### src/sv/mdec_pkg.sv
`timescale 1ns / 1ps
`default_nettype none
// ----------------------------------------------------------------------------
// mdec_pkg: morse decoder shared types and constants
// Symbol class codes, byte values and the letter/digit code table.
// ----------------------------------------------------------------------------
package mdec_pkg;

    typedef logic [1:0] sym_class_t;

    localparam sym_class_t CLS_DOT   = 2'd0;
    localparam sym_class_t CLS_DASH  = 2'd1;
    localparam sym_class_t CLS_SPACE = 2'd2;
    localparam sym_class_t CLS_OTHER = 2'd3;

    localparam logic [7:0] BYTE_DOT   = 8'd46;
    localparam logic [7:0] BYTE_DASH  = 8'd45;
    localparam logic [7:0] BYTE_SPACE = 8'd32;

    localparam logic [6:0] CHAR_SPACE = 7'd32;
    localparam logic [6:0] CHAR_A     = 7'd65;
    localparam logic [6:0] CHAR_0     = 7'd48;

    localparam int unsigned MAX_LEN     = 5;
    localparam int unsigned TABLE_N     = 36;
    localparam int unsigned LETTER_N    = 26;

    typedef logic [4:0] pat_bits_t;
    typedef logic [2:0] pat_len_t;

    // bit i set when symbol i is a dash; order A..Z then 0..9
    localparam pat_bits_t CODE_BITS [TABLE_N] = '{
        5'd2,  5'd1,  5'd5,  5'd1,  5'd0,  5'd4,  5'd3,  5'd0,  5'd0,
        5'd14, 5'd5,  5'd2,  5'd3,  5'd1,  5'd7,  5'd6,  5'd11, 5'd2,
        5'd0,  5'd1,  5'd4,  5'd8,  5'd6,  5'd9,  5'd13, 5'd3,
        5'd31, 5'd30, 5'd28, 5'd24, 5'd16, 5'd0,  5'd1,
        5'd3,  5'd7,  5'd15
    };

    localparam pat_len_t CODE_LEN [TABLE_N] = '{
        3'd2, 3'd4, 3'd4, 3'd3, 3'd1, 3'd4, 3'd3, 3'd4, 3'd2,
        3'd4, 3'd3, 3'd4, 3'd2, 3'd2, 3'd3, 3'd4, 3'd4, 3'd3,
        3'd3, 3'd1, 3'd3, 3'd4, 3'd3, 3'd4, 3'd4, 3'd4,
        3'd5, 3'd5, 3'd5, 3'd5, 3'd5, 3'd5, 3'd5,
        3'd5, 3'd5, 3'd5
    };

    // head of the queue as seen by the back end
    typedef struct packed {
        logic       valid;
        sym_class_t cls;
    } queue_head_t;

    function automatic sym_class_t classify(input logic [7:0] b);
        sym_class_t c;
        c = CLS_OTHER;
        if (b == BYTE_DOT)
            c = CLS_DOT;
        else if (b == BYTE_DASH)
            c = CLS_DASH;
        else if (b == BYTE_SPACE)
            c = CLS_SPACE;
        return c;
    endfunction

    // parallel match over all entries; zero when nothing matches
    function automatic logic [6:0] lookup(input pat_bits_t bits, input pat_len_t len);
        logic [6:0] ch;
        ch = 7'd0;
        for (int k = TABLE_N - 1; k >= 0; k--)
        begin
            if (bits == CODE_BITS[k] && len == CODE_LEN[k])
            begin
                if (k < LETTER_N)
                    ch = CHAR_A + 7'(k);
                else
                    ch = CHAR_0 + 7'(k - LETTER_N);
            end
        end
        return ch;
    endfunction

endpackage
`default_nettype wire

### src/sv/mdec_if.sv
`timescale 1ns / 1ps
`default_nettype none
// ----------------------------------------------------------------------------
// mdec_sym_if / mdec_chr_if: valid/ready channels
// Symbol byte channel into the decoder and character channel out of it.
// ----------------------------------------------------------------------------
interface mdec_sym_if;
    logic       valid;
    logic       ready;
    logic [7:0] symbol;

    modport source (output valid, output symbol, input ready);
    modport sink   (input valid, input symbol, output ready);
endinterface

interface mdec_chr_if;
    logic       valid;
    logic       ready;
    logic [6:0] character;

    modport source (output valid, output character, input ready);
    modport sink   (input valid, input character, output ready);
endinterface
`default_nettype wire

### src/sv/mdec_front.sv
`timescale 1ns / 1ps
`default_nettype none
// ----------------------------------------------------------------------------
// mdec_front: symbol intake
// Accepts symbol beats and classifies each byte for the queue.
// ----------------------------------------------------------------------------
module mdec_front
    import mdec_pkg::*;
(
    mdec_sym_if.sink   sym,
    input  wire logic  queue_full,
    output sym_class_t push_cls,
    output logic       push
);

    assign sym.ready = !queue_full;
    assign push      = sym.valid && !queue_full;
    assign push_cls  = classify(sym.symbol);

endmodule
`default_nettype wire

### src/sv/mdec_queue.sv
`timescale 1ns / 1ps
`default_nettype none
// ----------------------------------------------------------------------------
// mdec_queue: symbol class queue
// Small FIFO that decouples intake from pattern handling.
// ----------------------------------------------------------------------------
module mdec_queue
    import mdec_pkg::*;
#(
    parameter int unsigned DEPTH = 2
)
(
    input  wire logic        clk,
    input  wire logic        rst_n,
    input  wire logic        push,
    input  wire sym_class_t  push_cls,
    input  wire logic        pop,
    output logic             full,
    output queue_head_t      head
);

    localparam int unsigned PTR_W = (DEPTH > 1) ? $clog2(DEPTH) : 1;
    localparam int unsigned CNT_W = $clog2(DEPTH + 1);
    localparam logic [PTR_W-1:0] PTR_LAST = PTR_W'(DEPTH - 1);
    localparam logic [CNT_W-1:0] CNT_FULL = CNT_W'(DEPTH);

    sym_class_t       mem_reg [DEPTH];
    logic [PTR_W-1:0] wr_ptr_reg, wr_ptr_next;
    logic [PTR_W-1:0] rd_ptr_reg, rd_ptr_next;
    logic [CNT_W-1:0] count_reg, count_next;

    assign full = (count_reg == CNT_FULL);
    assign head = '{valid: (count_reg != '0), cls: mem_reg[rd_ptr_reg]};

    always_comb
    begin
        wr_ptr_next = wr_ptr_reg;
        rd_ptr_next = rd_ptr_reg;
        count_next  = count_reg;
        if (push)
            wr_ptr_next = (wr_ptr_reg == PTR_LAST) ? '0 : wr_ptr_reg + 1'b1;
        if (pop)
            rd_ptr_next = (rd_ptr_reg == PTR_LAST) ? '0 : rd_ptr_reg + 1'b1;
        if (push && !pop)
            count_next = count_reg + 1'b1;
        else if (pop && !push)
            count_next = count_reg - 1'b1;
    end

    always_ff @(posedge clk or negedge rst_n)
    begin
        if (!rst_n)
        begin
            wr_ptr_reg <= '0;
            rd_ptr_reg <= '0;
            count_reg  <= '0;
        end
        else
        begin
            wr_ptr_reg <= wr_ptr_next;
            rd_ptr_reg <= rd_ptr_next;
            count_reg  <= count_next;
        end
    end

    always_ff @(posedge clk)
    begin
        if (push)
            mem_reg[wr_ptr_reg] <= push_cls;
    end

endmodule
`default_nettype wire

### src/sv/mdec_back.sv
`timescale 1ns / 1ps
`default_nettype none
// ----------------------------------------------------------------------------
// mdec_back: pattern builder and lookup
// Holds the pattern and space run, looks patterns up, drives the output.
// ----------------------------------------------------------------------------
module mdec_back
    import mdec_pkg::*;
(
    input  wire logic        clk,
    input  wire logic        rst_n,
    input  wire queue_head_t head,
    output logic             pop,
    mdec_chr_if.source       chr
);

    pat_bits_t  bits_reg, bits_next;
    pat_len_t   len_reg, len_next;
    logic       invalid_reg, invalid_next;
    logic [1:0] run_reg, run_next;
    logic       out_valid_reg, out_valid_next;
    logic [6:0] out_char_reg, out_char_next;

    logic       emit;
    logic [6:0] emit_char;
    logic [6:0] found;

    assign found = (invalid_reg || len_reg == '0) ? 7'd0 : lookup(bits_reg, len_reg);

    always_comb
    begin
        bits_next    = bits_reg;
        len_next     = len_reg;
        invalid_next = invalid_reg;
        run_next     = run_reg;
        emit         = 1'b0;
        emit_char    = found;
        case (head.cls)
            CLS_SPACE:
            begin
                run_next = (run_reg == 2'd3) ? 2'd3 : run_reg + 2'd1;
                if (run_next == 2'd2)
                begin
                    emit      = 1'b1;
                    emit_char = CHAR_SPACE;
                end
                else
                begin
                    emit         = (found != 7'd0);
                    bits_next    = '0;
                    len_next     = '0;
                    invalid_next = 1'b0;
                end
            end
            CLS_DOT, CLS_DASH:
            begin
                run_next = 2'd0;
                if (len_reg < pat_len_t'(MAX_LEN))
                begin
                    if (head.cls == CLS_DASH)
                        bits_next = bits_reg | (5'd1 << len_reg);
                    len_next = len_reg + 3'd1;
                end
                else
                    invalid_next = 1'b1;
            end
            default:
            begin
                run_next     = 2'd0;
                invalid_next = 1'b1;
            end
        endcase
    end

    // a beat that emits nothing never waits on the output
    assign pop = head.valid && (!emit || !out_valid_reg || chr.ready);

    always_comb
    begin
        out_valid_next = out_valid_reg;
        out_char_next  = out_char_reg;
        if (out_valid_reg && chr.ready)
            out_valid_next = 1'b0;
        if (pop && emit)
        begin
            out_valid_next = 1'b1;
            out_char_next  = emit_char;
        end
    end

    always_ff @(posedge clk or negedge rst_n)
    begin
        if (!rst_n)
        begin
            bits_reg      <= '0;
            len_reg       <= '0;
            invalid_reg   <= 1'b0;
            run_reg       <= 2'd0;
            out_valid_reg <= 1'b0;
        end
        else
        begin
            out_valid_reg <= out_valid_next;
            if (pop)
            begin
                bits_reg    <= bits_next;
                len_reg     <= len_next;
                invalid_reg <= invalid_next;
                run_reg     <= run_next;
            end
        end
    end

    always_ff @(posedge clk)
    begin
        out_char_reg <= out_char_next;
    end

    assign chr.valid     = out_valid_reg;
    assign chr.character = out_char_reg;

endmodule
`default_nettype wire

### src/sv/morse_decoder_core.sv
`timescale 1ns / 1ps
`default_nettype none
// ----------------------------------------------------------------------------
// morse_decoder_core: international morse code decoder
// Turns dot/dash/space bytes into ASCII letters, digits and word spaces.
// ----------------------------------------------------------------------------
//  port   dir  payload           beat
//  sym    in   symbol[7:0]       one morse byte
//  chr    out  character[6:0]    one decoded character or word space
//
//  one symbol beat per cycle while the queue is not full; a character follows its
//  space beat through the queue entry, then the output register
//  rst_n clears the pattern, space run, queue and output valid at once
//  the symbol queue holds QUEUE_DEPTH beats; intake stalls when it is full,
//  which for QUEUE_DEPTH > 1 happens only while output waits on chr.ready
// ----------------------------------------------------------------------------
module morse_decoder_core
    import mdec_pkg::*;
#(
    parameter int unsigned QUEUE_DEPTH = 2
)
(
    input  wire logic   clk,
    input  wire logic   rst_n,
    mdec_sym_if.sink    sym,
    mdec_chr_if.source  chr
);

    logic        queue_full;
    logic        push;
    sym_class_t  push_cls;
    logic        pop;
    queue_head_t head;

    mdec_front u_front (
        .sym        (sym),
        .queue_full (queue_full),
        .push_cls   (push_cls),
        .push       (push)
    );

    mdec_queue #(
        .DEPTH (QUEUE_DEPTH)
    ) u_queue (
        .clk      (clk),
        .rst_n    (rst_n),
        .push     (push),
        .push_cls (push_cls),
        .pop      (pop),
        .full     (queue_full),
        .head     (head)
    );

    mdec_back u_back (
        .clk   (clk),
        .rst_n (rst_n),
        .head  (head),
        .pop   (pop),
        .chr   (chr)
    );

endmodule
`default_nettype wire
### src/flat_wrapper.sv
// flat-port wrapper written by rule: the top's interface ports become plain ports
module morse_decoder_core_flat import mdec_pkg::*;
#(
    parameter int unsigned QUEUE_DEPTH = 2
)
  (clk, rst_n, sym_valid, sym_symbol, sym_ready, chr_valid, chr_character, chr_ready);
  mdec_sym_if sym_i ();
  mdec_chr_if chr_i ();
  input  wire logic clk;
  input  wire logic rst_n;
  input wire logic [$bits(sym_i.valid)-1:0] sym_valid;
  input wire logic [$bits(sym_i.symbol)-1:0] sym_symbol;
  output wire logic [$bits(sym_i.ready)-1:0] sym_ready;
  output wire logic [$bits(chr_i.valid)-1:0] chr_valid;
  output wire logic [$bits(chr_i.character)-1:0] chr_character;
  input wire logic [$bits(chr_i.ready)-1:0] chr_ready;
  assign sym_i.valid = sym_valid;
  assign sym_i.symbol = sym_symbol;
  assign sym_ready = sym_i.ready;
  assign chr_valid = chr_i.valid;
  assign chr_character = chr_i.character;
  assign chr_i.ready = chr_ready;
  morse_decoder_core #(.QUEUE_DEPTH(QUEUE_DEPTH)) u_core (.clk(clk), .rst_n(rst_n), .sym(sym_i), .chr(chr_i));
endmodule
### config.mk
export PLATFORM = sky130hd
export DESIGN_NAME = morse_decoder_core_flat
export DESIGN_NICKNAME = d
export VERILOG_FILES = /design/src/sv/mdec_pkg.sv /design/src/sv/mdec_if.sv /design/src/sv/mdec_front.sv /design/src/sv/mdec_queue.sv /design/src/sv/mdec_back.sv /design/src/sv/morse_decoder_core.sv /design/src/flat_wrapper.sv
export SDC_FILE = /design/constraint.sdc
export NUM_CORES = 1
export LEC_CHECK = 0
export ABC_AREA = 0
export ABC_CLOCK_PERIOD_IN_PS = 3880
export BUFFER_PORTS_ARGS = -buffer_cell sky130_fd_sc_hd__clkbuf_2
export CELL_PAD_IN_SITES_DETAIL_PLACEMENT = 0
export CELL_PAD_IN_SITES_GLOBAL_PLACEMENT = 1
export CORE_ASPECT_RATIO = 0.5
export CORE_MARGIN = 4
export CORE_UTILIZATION = 45
export DETAILED_ROUTE_END_ITERATION = 7
export PLACE_DENSITY_LB_ADDON = 0.25
export RECOVER_POWER = 100
export SETUP_SLACK_MARGIN = 0.4
export SYNTH_ARGS = -nofsm -noshare
export SYNTH_HDL_FRONTEND = slang
export SYNTH_SLANG_ARGS = --single-unit
### constraint.sdc
create_clock -name clk -period 3.88 [get_ports clk]
set_clock_uncertainty 0.2 [all_clocks]
set_input_delay 0.388 -clock clk [delete_from_list [all_inputs] [get_ports clk]]
set_output_delay 0.388 -clock clk [all_outputs]
set_load 0.01 [all_outputs]
# == Word level (Yosys, flattened, before mapping) ==
# Memory sizes are Yosys's and may differ from the RTL's.
# Cells that the tools add are included.
# word_totals
reg_bits,23
mem_bits_rw,4
word_cells,180
memories,1
# mem_list
name,depth,width,rd,rd_clocked_by_memory_dff,wr,line,rtl
u_core.u_queue.mem_reg,2,2,1,0,1,mdec_queue.sv:27,sym_class_t mem_reg [DEPTH];
# op_classes
addsub,6
n_lt_le_gt_ge,1
eq_ne,35
shift,1
n_mux,64
bitwise_logic,1
n_reduce_logical,62
# ops
operator,count
7-bit two-way mux,37
1-bit logical AND,42
"5-bit by 4-bit == test with 1-bit output, second input constant",6
"5-bit == test, second input constant",5
"8-bit by 6-bit == test with 1-bit output, second input constant",3
"5-bit by 3-bit == test with 1-bit output, second input constant",4
5-bit two-way mux,3
2-bit two-way mux,6
6-bit two-way mux,2
1-bit two-way mux,11
"5-bit by 2-bit == test with 1-bit output, second input constant",2
5-bit case mux with 2 select lines,1
"2-bit == test, second input constant",4
"2-bit inequality test, second input constant",4
2-bit nonzero test,4
7-bit nonzero test,1
"3-bit by 2-bit == test with 1-bit output, second input constant",2
"3-bit == test, second input constant",2
3-bit two-way mux,2
3-bit case mux with 2 select lines,1
"5-bit by 1-bit == test with 1-bit output, second input constant",1
1-bit logical NOT,5
5-bit logical NOT,1
5-bit bitwise OR,1
other kinds (16),20

# == Depth between registers and ports, before layout ==
# Gate-level depths: netlist (run 1).
# depth
depth_word,49
depth_mapped,13
ltp_nobuf,12

# == Cells and area by module ==
# Synthesis (run 1) repeated with hierarchy kept, for this count alone.
# hier_totals
hier_cells,236
hier_area_um2,2154.6
# modules_own_cells
module,n_inst,cells_per_inst,area_each_um2
mdec_back,1,205,1756.7
mdec_queue,1,22,334.1
mdec_front,1,9,63.8

# == Least setup slack after synthesis (run 1) ==
# No wires, ideal clock.
# synth_timing
path_type,register to register
startpoint,register u_core.u_back.len_reg[0]
endpoint,register u_core.u_queue.count_reg[1]
setup_time_ns,0.079
arrival_ns,2.577
required_ns,3.601
setup_slack_ns,1.024
stages_incl_launch_ff,13
synth_period_minus_slack_ns,2.856
path_cell_list,dfrtp_1 -> inv_1 -> ha_1 -> and3b_1 -> buf_2 -> a32o_1 -> a21oi_2 -> and4_4 -> nand2_4 -> a31o_2 -> ha_1 -> nor2_1 -> xor2_1
# synth_between
elab_chain_cells,49
word_cells_on_any_way,92
# synth_rtl
item,line,rtl
"start, declared",mdec_back.sv:18,"pat_len_t len_reg, len_next;"
"start signal, assigned",mdec_back.sv:107,len_reg <= len_next;
3-bit == test,mdec_pkg.sv:72,if (bits == CODE_BITS[k] && len == CODE_LEN[k])
1-bit logical AND,mdec_pkg.sv:72,
6-bit two-way mux (2 in a row),mdec_pkg.sv:72,
7-bit two-way mux (34 in a row),mdec_pkg.sv:72,
7-bit two-way mux (*),mdec_back.sv:28,"assign found = (invalid_reg || len_reg == '0) ? 7'd0 : lookup(bits_reg, len_reg);"
7-bit nonzero test (*),mdec_back.sv:49,emit = (found != 7'd0);
1-bit two-way mux (*),mdec_back.sv:42,if (run_next == 2'd2)
1-bit two-way mux (*),mdec_back.sv:38,case (head.cls)
1-bit logical NOT (*),mdec_back.sv:76,assign pop = head.valid && (!emit || !out_valid_reg || chr.ready);
1-bit logical OR (*) (2 in a row),mdec_back.sv:76,
1-bit logical AND (*),mdec_back.sv:76,
1-bit logical NOT,mdec_queue.sv:44,if (push && !pop)
1-bit logical AND,mdec_queue.sv:44,
2-bit two-way mux or 2-bit nonzero test (tied branches),--,
"end signal, assigned",mdec_queue.sv:62,count_reg <= count_next;
"end, declared",mdec_queue.sv:30,"logic [CNT_W-1:0] count_reg, count_next;"
# Mark *: on every way between the ends. The rest lies on a longest branch, timed or not.
# A chain may end at the register's enable or synchronous reset.

# == Worst setup path after layout (run 1) ==
# layout_timing
startpoint,register u_core.u_back.len_reg[2]
endpoint,"register u_core.u_back.out_char_reg[1], in the netlist u_core.u_back.chr.character[1] (enable)"
# layout_between
elab_chain_cells,47
word_cells_on_any_way,88
# layout_rtl
item,line,rtl
3-bit == test,mdec_pkg.sv:72,
1-bit logical AND,mdec_pkg.sv:72,
6-bit two-way mux (2 in a row),mdec_pkg.sv:72,
7-bit two-way mux (34 in a row),mdec_pkg.sv:72,
7-bit two-way mux (*),mdec_back.sv:28,
7-bit nonzero test (*),mdec_back.sv:49,
1-bit two-way mux (*),mdec_back.sv:42,
1-bit two-way mux (*),mdec_back.sv:38,
1-bit logical NOT,mdec_back.sv:76,
1-bit logical OR (2 in a row),mdec_back.sv:76,
1-bit logical AND,mdec_back.sv:76,
1-bit logical AND (*),mdec_back.sv:84,if (pop && emit)
"end signal, assigned",mdec_back.sv:116,out_char_reg <= out_char_next;
"end, declared",mdec_back.sv:22,"logic [6:0] out_char_reg, out_char_next;"
# Marked as above.

==> results of run 1 <==
## cell usage after synthesis (all sizes together), types with 3 or more instances
| master | count |
|---|---|
| a21oi | 12 |
| a22o | 3 |
| a22oi | 4 |
| a31o | 4 |
| a31oi | 5 |
| and3 | 5 |
| and3b | 3 |
| buf | 7 |
| clkbuf | 7 |
| dfrtp | 16 |
| edfxtp | 11 |
| ha | 6 |
| inv | 10 |
| nand2 | 23 |
| nand2b | 9 |
| nand3 | 4 |
| nand3b | 4 |
| nand4 | 3 |
| nor2 | 24 |
| nor2b | 7 |
| nor3 | 6 |
| o211ai | 3 |
| o21a | 5 |
| o21ai | 14 |
| or3b | 3 |
| xnor2 | 3 |
| xor2 | 4 |
## report_power, final
| part | total, mW | leakage (nW) | switching [mW] | internal, mW |
|---|---|---|---|---|
| registers | 0.531 | 0.298 | 0.140 | 0.391 |
| clock network | 0.155 | 0.0228 | 0.0818 | 0.0735 |
| logic | 0.918 | 0.575 | 0.538 | 0.380 |
| total | 1.60 | 0.896 | 0.760 | 0.845 |
## final cells by class
type	instances	area, um^2	share of cell area [%]
Multi-Input combinational cell	189	1210	54.4
Sequential cell	27	731	32.9
Timing Repair Buffer	25	128	5.75
Tap cell	57	71.3	3.21
Clock buffer	4	45.0	2.03
Inverter	10	37.5	1.69
## worst min-delay path, delay by kind of cell
kind,cells,cell delay (ns)
buffers and inverters,1,0.09
XOR/XNOR,1,0.07
AND/OR/NAND/NOR,1,0.10
## layer usage
metal	up-vias	GRT usage, %
met5	-	0
met4	0	3.41
met3	4	2.78
met2	59	29.0
met1	873	23.6
li1	915	-
## layout by cell type (no fill, tap or decap), types with 2 or more instances in the layout
cell      instances
buf_4             4
mux2_2            2
a32oi_1           2
and3b_1           3
nand3b_1          4
a22o_1            3
nand3_1           4
nor3_1            6
edfxtp_1         11
nand4_1           3
o21ai_0          14
o211ai_1          3
clkbuf_8          3
nor2b_1           7
nor2_1           24
clkbuf_1         11
a31o_1            3
clkbuf_2         10
dfrtp_1          16
nand2b_1          9
and3_1            5
a32o_1            2
ha_1              6
or3b_2            2
and2_1            2
o21a_1            5
a21oi_1          11
or3_1             2
xnor2_1           3
a22oi_1           4
xor2_1            4
o22ai_1           2
inv_1            10
nor4bb_1          2
nand2_1          23
a31oi_1           5
## cells by family after synthesis
group / after synthesis
AND/OR/NAND/NOR: 104
multiplexers: 3
AO/OA/AOI/OAI: 69
buffers and inverters: 24
XOR/XNOR: 7
adder cells (fa/ha/maj): 6
flip-flops: 27
## path summary, 6_finish.rpt
check,start,to,cells after the start
max in group asynchronous,rst_n,u_core.u_back.len_reg[1]$_DFFE_PN0P_,2
min in group asynchronous,rst_n,u_core.u_back.bits_reg[1]$_DFFE_PN0P_,2
hold reg to reg,u_core.u_queue.wr_ptr_reg$_DFFE_PN0P_,u_core.u_queue.wr_ptr_reg$_DFFE_PN0P_,1
setup reg to reg,u_core.u_back.len_reg[2]$_DFFE_PN0P_,u_core.u_back.chr.character[1]$_DFFE_PP_,9
setup / recovery,u_core.u_back.len_reg[2]$_DFFE_PN0P_,u_core.u_back.chr.character[1]$_DFFE_PP_,9
hold / removal,sym_valid,u_core.u_queue.wr_ptr_reg$_DFFE_PN0P_,3
## repair_timing
action,CTS,global route
resized for setup,0,0
hold buffers,1,0
setup endpoints to repair,0,0
endpoints found under the hold margin,16,0
==> summary.txt, run 1 <==
GRT
  – Total global-route track usage: around 17%
  – Largest net degree at the start of global routing: 20
  – First-pass GRT wire length: 8.25 mm
  – Total gr overflow: 0
  – Initial antenna violation count: 0
  – Vias in the first global route: 1,741

Clock tree
  – CTS Sinks: 27
  – Clock Tree Root: clkbuf_8
  – H-tree depth: 1
  – CTS tree: yes
  – Clock-pin slew of the registers on the worst-case setup and hold paths: 0.09 ns
  – CTS Buf Count: 3
  – Skew-Pair Late Insertion Delay: 0.27 ns
  – Max clock buf depth: 2
  – Setup bufs post-CTS: 0

Floorplanning
  – # IOs: 21
  – Die height: 55.8 um
  – Initial Utilization: 46.7%
  – Die area: 5780 um^2
  – Area of the core: 4400 um^2
  – Die width: 104 um
  – Cell row count: 17

STA
  – Setup_tns: 0 ns
  – Least-Margin Pin Slew: 0.906 ns
  – Worst hold margin: 0.208 ns
  – Worst Slack Setup Final: ~0.59 ns
  – Fmax: 304 MHz
  – Final Max Slew Viols: 0
  – Hold Violations, Final: 0
  – RSZ-0062 raised after global routing: false
  – # setup viols final: 0
  – Max_slew headroom: 39.6%
  – Fin crit share: 84.8%
  – Final worst path period need: 3.29 ns

Logic synthesis
  – Asr flop ratio synth: 59.3%
  – Register area share after synthesis: 35.5%
  – Largest family of logic cells by synthesized area: simple AND/OR/NAND/NOR gates
  – Compound-Gate Fraction of Synth Area: about a quarter
  – #FFs+latches synth: 27
  – Distinct cell type count after synthesis: between 60 and 70
  – Mapped cell area: around 2100 um^2
  – Adder-cell share of the synthesized area: about 3.7%
  – Ys flop type: dfrtp_1
  – Post-synth top area share: between 10% and 20%
  – Synth Area in Simple Gates: 27.6%
  – EDFF count, synth: 11
  – Synth Area in XOR/XNOR: slightly below 3%
  – Synthesized instance count: 240
  – Dominant cell type by area after synthesis: dfrtp_1
  – Synth area leaders: dfrtp_1 (19%), edfxtp_1 (16%), nor2_1 (4.4%)
  – Synth Area per Inst: 8.57 um^2
  – Post-synthesis mux area share: 1.58%
  – Syn Nets: 258
  – Yosys warns: 0

Cells and area
  – Fill count: between 400 and 500
  – N_diodes: 0
  – Final Util: between 50 and 60%
  – Share of post-route cells with drive strength above 1: under 10%
  – Final Non-Filler Cells: 312
  – Layout Nets: 274
  – Max reg flops: 7
  – Area Overhead vs Synth: 8.03%
  – Final Cell Area: 2220 um^2

Critical path
  – Crit path capture type: register
  – Buf+Inv Stages, Crit Path: 1
  – Worst Path Required: 3.59 ns
  – Largest delay share family, worst path: simple AND/OR/NAND/NOR gates
  – CP Launch Type: register
  – CP max stage delay: 0.51 ns
  – Crit Path Max Fanout: 14
  – Critical path type: reg2reg
  – WP data arrival: approximately 3.0 ns
  – Cells along the critical path: inv_1 > ha_1 > or3b_1 > nor3_1 > a211oi_1 > and4_1 > nand2_1 > a21oi_1 > nor2_1
  – Worst path slowest cell: dfrtp_1
  – R2R setup slack: 0.59 ns

Routing
  – Routed wl met3: 267 um
  – Met1 WL: roughly 2.2 mm
  – Routed WL per cell: 15.4 um
  – DRC Markers: 0
  – Post-route ant nets: 0
  – Top layer in use: met4
  – Met2 Wirelength: 2.27 mm
  – First-iteration detailed-routing DRC count: 99
  – DR vias/cell: approximately 6
  – Total Wirelength: 4.80 mm
  – 1st-pass router iterations: 4
  – Via Count: 1,851

Flow run
  – Max_cap viols: 0

Pwr
  – Pwr per Cell Area: 722 nW/um^2
  – Max VDD drop: 0.315 mV
  – Leak pwr: 0.896 nW
  – Total Power: around 1.6 mW

Outcome
  – Status: completed

Worst hold path
  – HP Class: in2reg

Place
  – Placed standard-cell area: 2200 um^2
  – IO Port Bufs: 20
  – DPL Wire Length: 3.67 mm
  – Place WS: 0.703 ns
  – Placer congestion estimate: 0.965
  – Dpl cells: roughly 310
(Power assumes the default switching activity.)
==> inputs of run 2 (changes only) <==
--- a/config.mk
+++ b/config.mk
@@ -6,7 +6,7 @@
 export NUM_CORES = 1
 export LEC_CHECK = 0
 export ABC_AREA = 0
-export ABC_CLOCK_PERIOD_IN_PS = 3880
+export ABC_CLOCK_PERIOD_IN_PS = 3400
 export BUFFER_PORTS_ARGS = -buffer_cell sky130_fd_sc_hd__clkbuf_2
 export CELL_PAD_IN_SITES_DETAIL_PLACEMENT = 0
 export CELL_PAD_IN_SITES_GLOBAL_PLACEMENT = 1
==> constraint.sdc (replaced) <==
create_clock -name clk -period 3.4 [get_ports clk]
set_clock_uncertainty 0.2 [all_clocks]
set_input_delay 0.34 -clock clk [delete_from_list [all_inputs] [get_ports clk]]
set_output_delay 0.34 -clock clk [all_outputs]
set_load 0.01 [all_outputs]
==> run 2 against run 1 <==
Register-to-register slack lost 0.21 ns; via count grew 6.0%; total power grew 28%; hold slack lost 0.034 ns; global-route usage grew 0.55 points; fmax grew 9.0%; worst setup slack lost 0.21 ns; combinational power grew 38%; wire length grew 7.1%.
==> summary.txt, run 2 (synthesis results as in run 1) <==
Routing
  – Total Wirelength: roughly 5 mm
  – Via Count: 1,962
  – Post-route ant nets: 0
  – DR vias/cell: 6.02
  – Routed WL per cell: 15.8 um
  – DRC Markers: 0
  – First-iteration detailed-routing DRC count: 89
  – 1st-pass router iterations: 5

Critical path
  – R2R setup slack: 0.38 ns
  – Crit Path Max Fanout: 14
  – WP data arrival: just under 3 ns
  – Worst path slowest cell: dfrtp_1
  – CP max stage delay: 0.52 ns
  – Buf+Inv Stages, Crit Path: 1
  – Reg2Reg Launch Point: u_core.u_back.len_reg[2]$_DFFE_PN0P_
  – Worst reg2reg endpoint: u_core.u_queue.count_reg[1]$_DFFE_PN0P_
  – CP Capture Point: u_core.u_queue.count_reg[1]$_DFFE_PN0P_
  – Critical path type: reg2reg
  – Stages on worst setup path: 12
  – Critical Path Source: u_core.u_back.len_reg[2]$_DFFE_PN0P_
  – Worst-case reg-to-reg path depth: 12
  – Cells along the critical path: inv_1 > ha_2 > or3b_4 > nor3_1 > a211oi_2 > and4_4 > nand2_4 > a31o_4 > ha_1 > xor2_1 > nor2_1 > xor2_1
  – Largest delay share family, worst path: simple AND/OR/NAND/NOR gates
  – Worst Path Required: roughly 3.4 ns
  – Most frequent CP cell: xor2_1
  – CP Launch Type: register
  – Crit path capture type: register

Pwr
  – Switching Share: roughly 46%
  – Pwr per Cell Area: 862 nW/um^2
  – Combinational fraction of design power: 62.0%
  – Clock power frac: between 8 and 9%
  – Sequential fraction of design power: 29.4%
  – Max VDD drop: 0.426 mV
  – Sw Pwr: 943 uW
  – Leak pwr: 0.969 nW
  – Pint: about 1.1 mW
  – Total Power: 2.05 mW

STA
  – Worst hold margin: 0.173 ns
  – Fin crit share: 88.7%
  – # setup viols final: 0
  – Least-Margin Pin Slew: 0.905 ns
  – RSZ-0062 raised after global routing: false
  – Fmax: 331 MHz
  – Setup_tns: 0 ns
  – Final worst path period need: 3.02 ns
  – Hold Violations, Final: 0
  – Max_slew headroom: 39.7%
  – Worst Slack Setup Final: roughly 0.38 ns
  – Final Max Slew Viols: 0

Floorplanning
  – Cell row count: 17
  – Die area: 5780 um^2
  – # IOs: 21
  – Die width: 104 um
  – Die height: 55.8 um
  – Initial Utilization: 46.7%
  – Area of the core: approximately 4400 um^2

Clock tree
  – CTS Sinks: 27
  – Max clock buf depth: 2
  – CTS Buf Count: 3
  – CTS tree: yes
  – Skew-Pair Late Insertion Delay: 0.26 ns
  – H-tree depth: 1
  – Clock-pin slew of the registers on the worst-case setup and hold paths: about 0.090 ns
  – Clock Tree Root: clkbuf_8

Cells and area
  – Share of post-route cells with drive strength above 1: between 10% and 20%
  – Final Non-Filler Cells: 326
  – Layout Nets: 288
  – Most frequent cells in the layout: nor2_1 (24), nand2_1 (22), buf_4 (15), o21ai_0 (14)
  – Max reg flops: 7
  – Area Overhead vs Synth: 15.7%
  – Final Util: 54.0%
  – Final Cell Area: ~2400 um^2
  – Commonest non-fill, non-tap cell in the layout: nor2_1
  – N_diodes: 0

GRT
  – Initial antenna violation count: 0
  – First-pass GRT wire length: 8.58 mm
  – Total gr overflow: 0
  – Total global-route track usage: between 10% and 20%
  – Largest net degree at the start of global routing: 17
  – Vias in the first global route: 1,829

Place
  – Placed standard-cell area: around 2300 um^2
  – Placer congestion estimate: about 0.9
  – Place WS: 0.258 ns
  – IO Port Bufs: 20
  – Dpl cells: 315
  – DPL Wire Length: 3.91 mm

Outcome
  – Status: completed

Worst hold path
  – HP Class: in2reg

Flow run
  – Max_cap viols: 0
## run 2: changes by cell type in the layout (fill, tap and decap cells not counted), moves of 2 or more
cell and delta:
dfrtp_2 +3, dfrtp_1 -3, ha_1 -3, buf_4 +11, clkbuf_1 +2, ha_2 +2
## run 2: power groups by stage
stage          clock network (mW)  registers [mW]  logic, mW
3_3_place_gp                    0           0.597       1.16
5_1_grt                     0.200           0.621       1.41
4_1_cts                     0.185           0.595       1.20
6_report                    0.176           0.603       1.27
2_1_floorplan                   0           0.522      0.923
3_5_place_dp                    0           0.602       1.16
## run 2: layout make-up
| cell class | count | area, um^2 |
|---|---|---|
| fill | 416 | 2020 |
| multi-input combinational | 189 | 1260 |
| timing repair buffer | 39 | 225 |
| inverter | 10 | 37.5 |
| clock buffer | 4 | 45.0 |
| sequential | 27 | 734 |
| tap | 57 | 71.3 |
## run 2: repair_timing
item,4_1_cts,5_1_grt
endpoints found under the setup margin,2,2
hold buffers,1,0
pin swaps,0,6
setup buffers,3,3
hold endpoints to repair,16,0
resized for setup,5,12
## run 2: worst min path at each step
stage,from,cells past startpoint,slack [ns],to
finish,sym_valid,3,0.17,u_core.u_queue.wr_ptr_reg$_DFFE_PN0P_
global placement,rst_n,1,0.1,u_core.u_back.bits_reg[1]$_DFFE_PN0P_
floorplan,rst_n,0,-0.16,u_core.u_back.bits_reg[0]$_DFFE_PN0P_
global route,sym_symbol[3],2,0.16,u_core.u_queue.mem_reg[1][1]$_DFFE_PP_
detailed placement,rst_n,1,0.1,u_core.u_back.bits_reg[1]$_DFFE_PN0P_
CTS,sym_valid,3,0.17,u_core.u_queue.wr_ptr_reg$_DFFE_PN0P_
## run 2: worst register-to-register path, cell delays in order, from the launching register on
cell,delay (ns)
dfrtp_1,0.52
inv_1,0.15
ha_2,0.21
or3b_4,0.41
nor3_1,0.35
a211oi_2,0.09
and4_4,0.22
nand2_4,0.09
a31o_4,0.16
ha_1,0.15
xor2_1,0.14
nor2_1,0.07
xor2_1,0.14
## run 2: per-layer routing
layer  track usage [%]  part of all wire [%]  up-vias
met2              30.7                    46       69
met5                 0                     0        -
met4              2.46                  0.82        0
li1                  -                     -      941
met1              24.1                    47      946
met3              3.01                   6.5        6
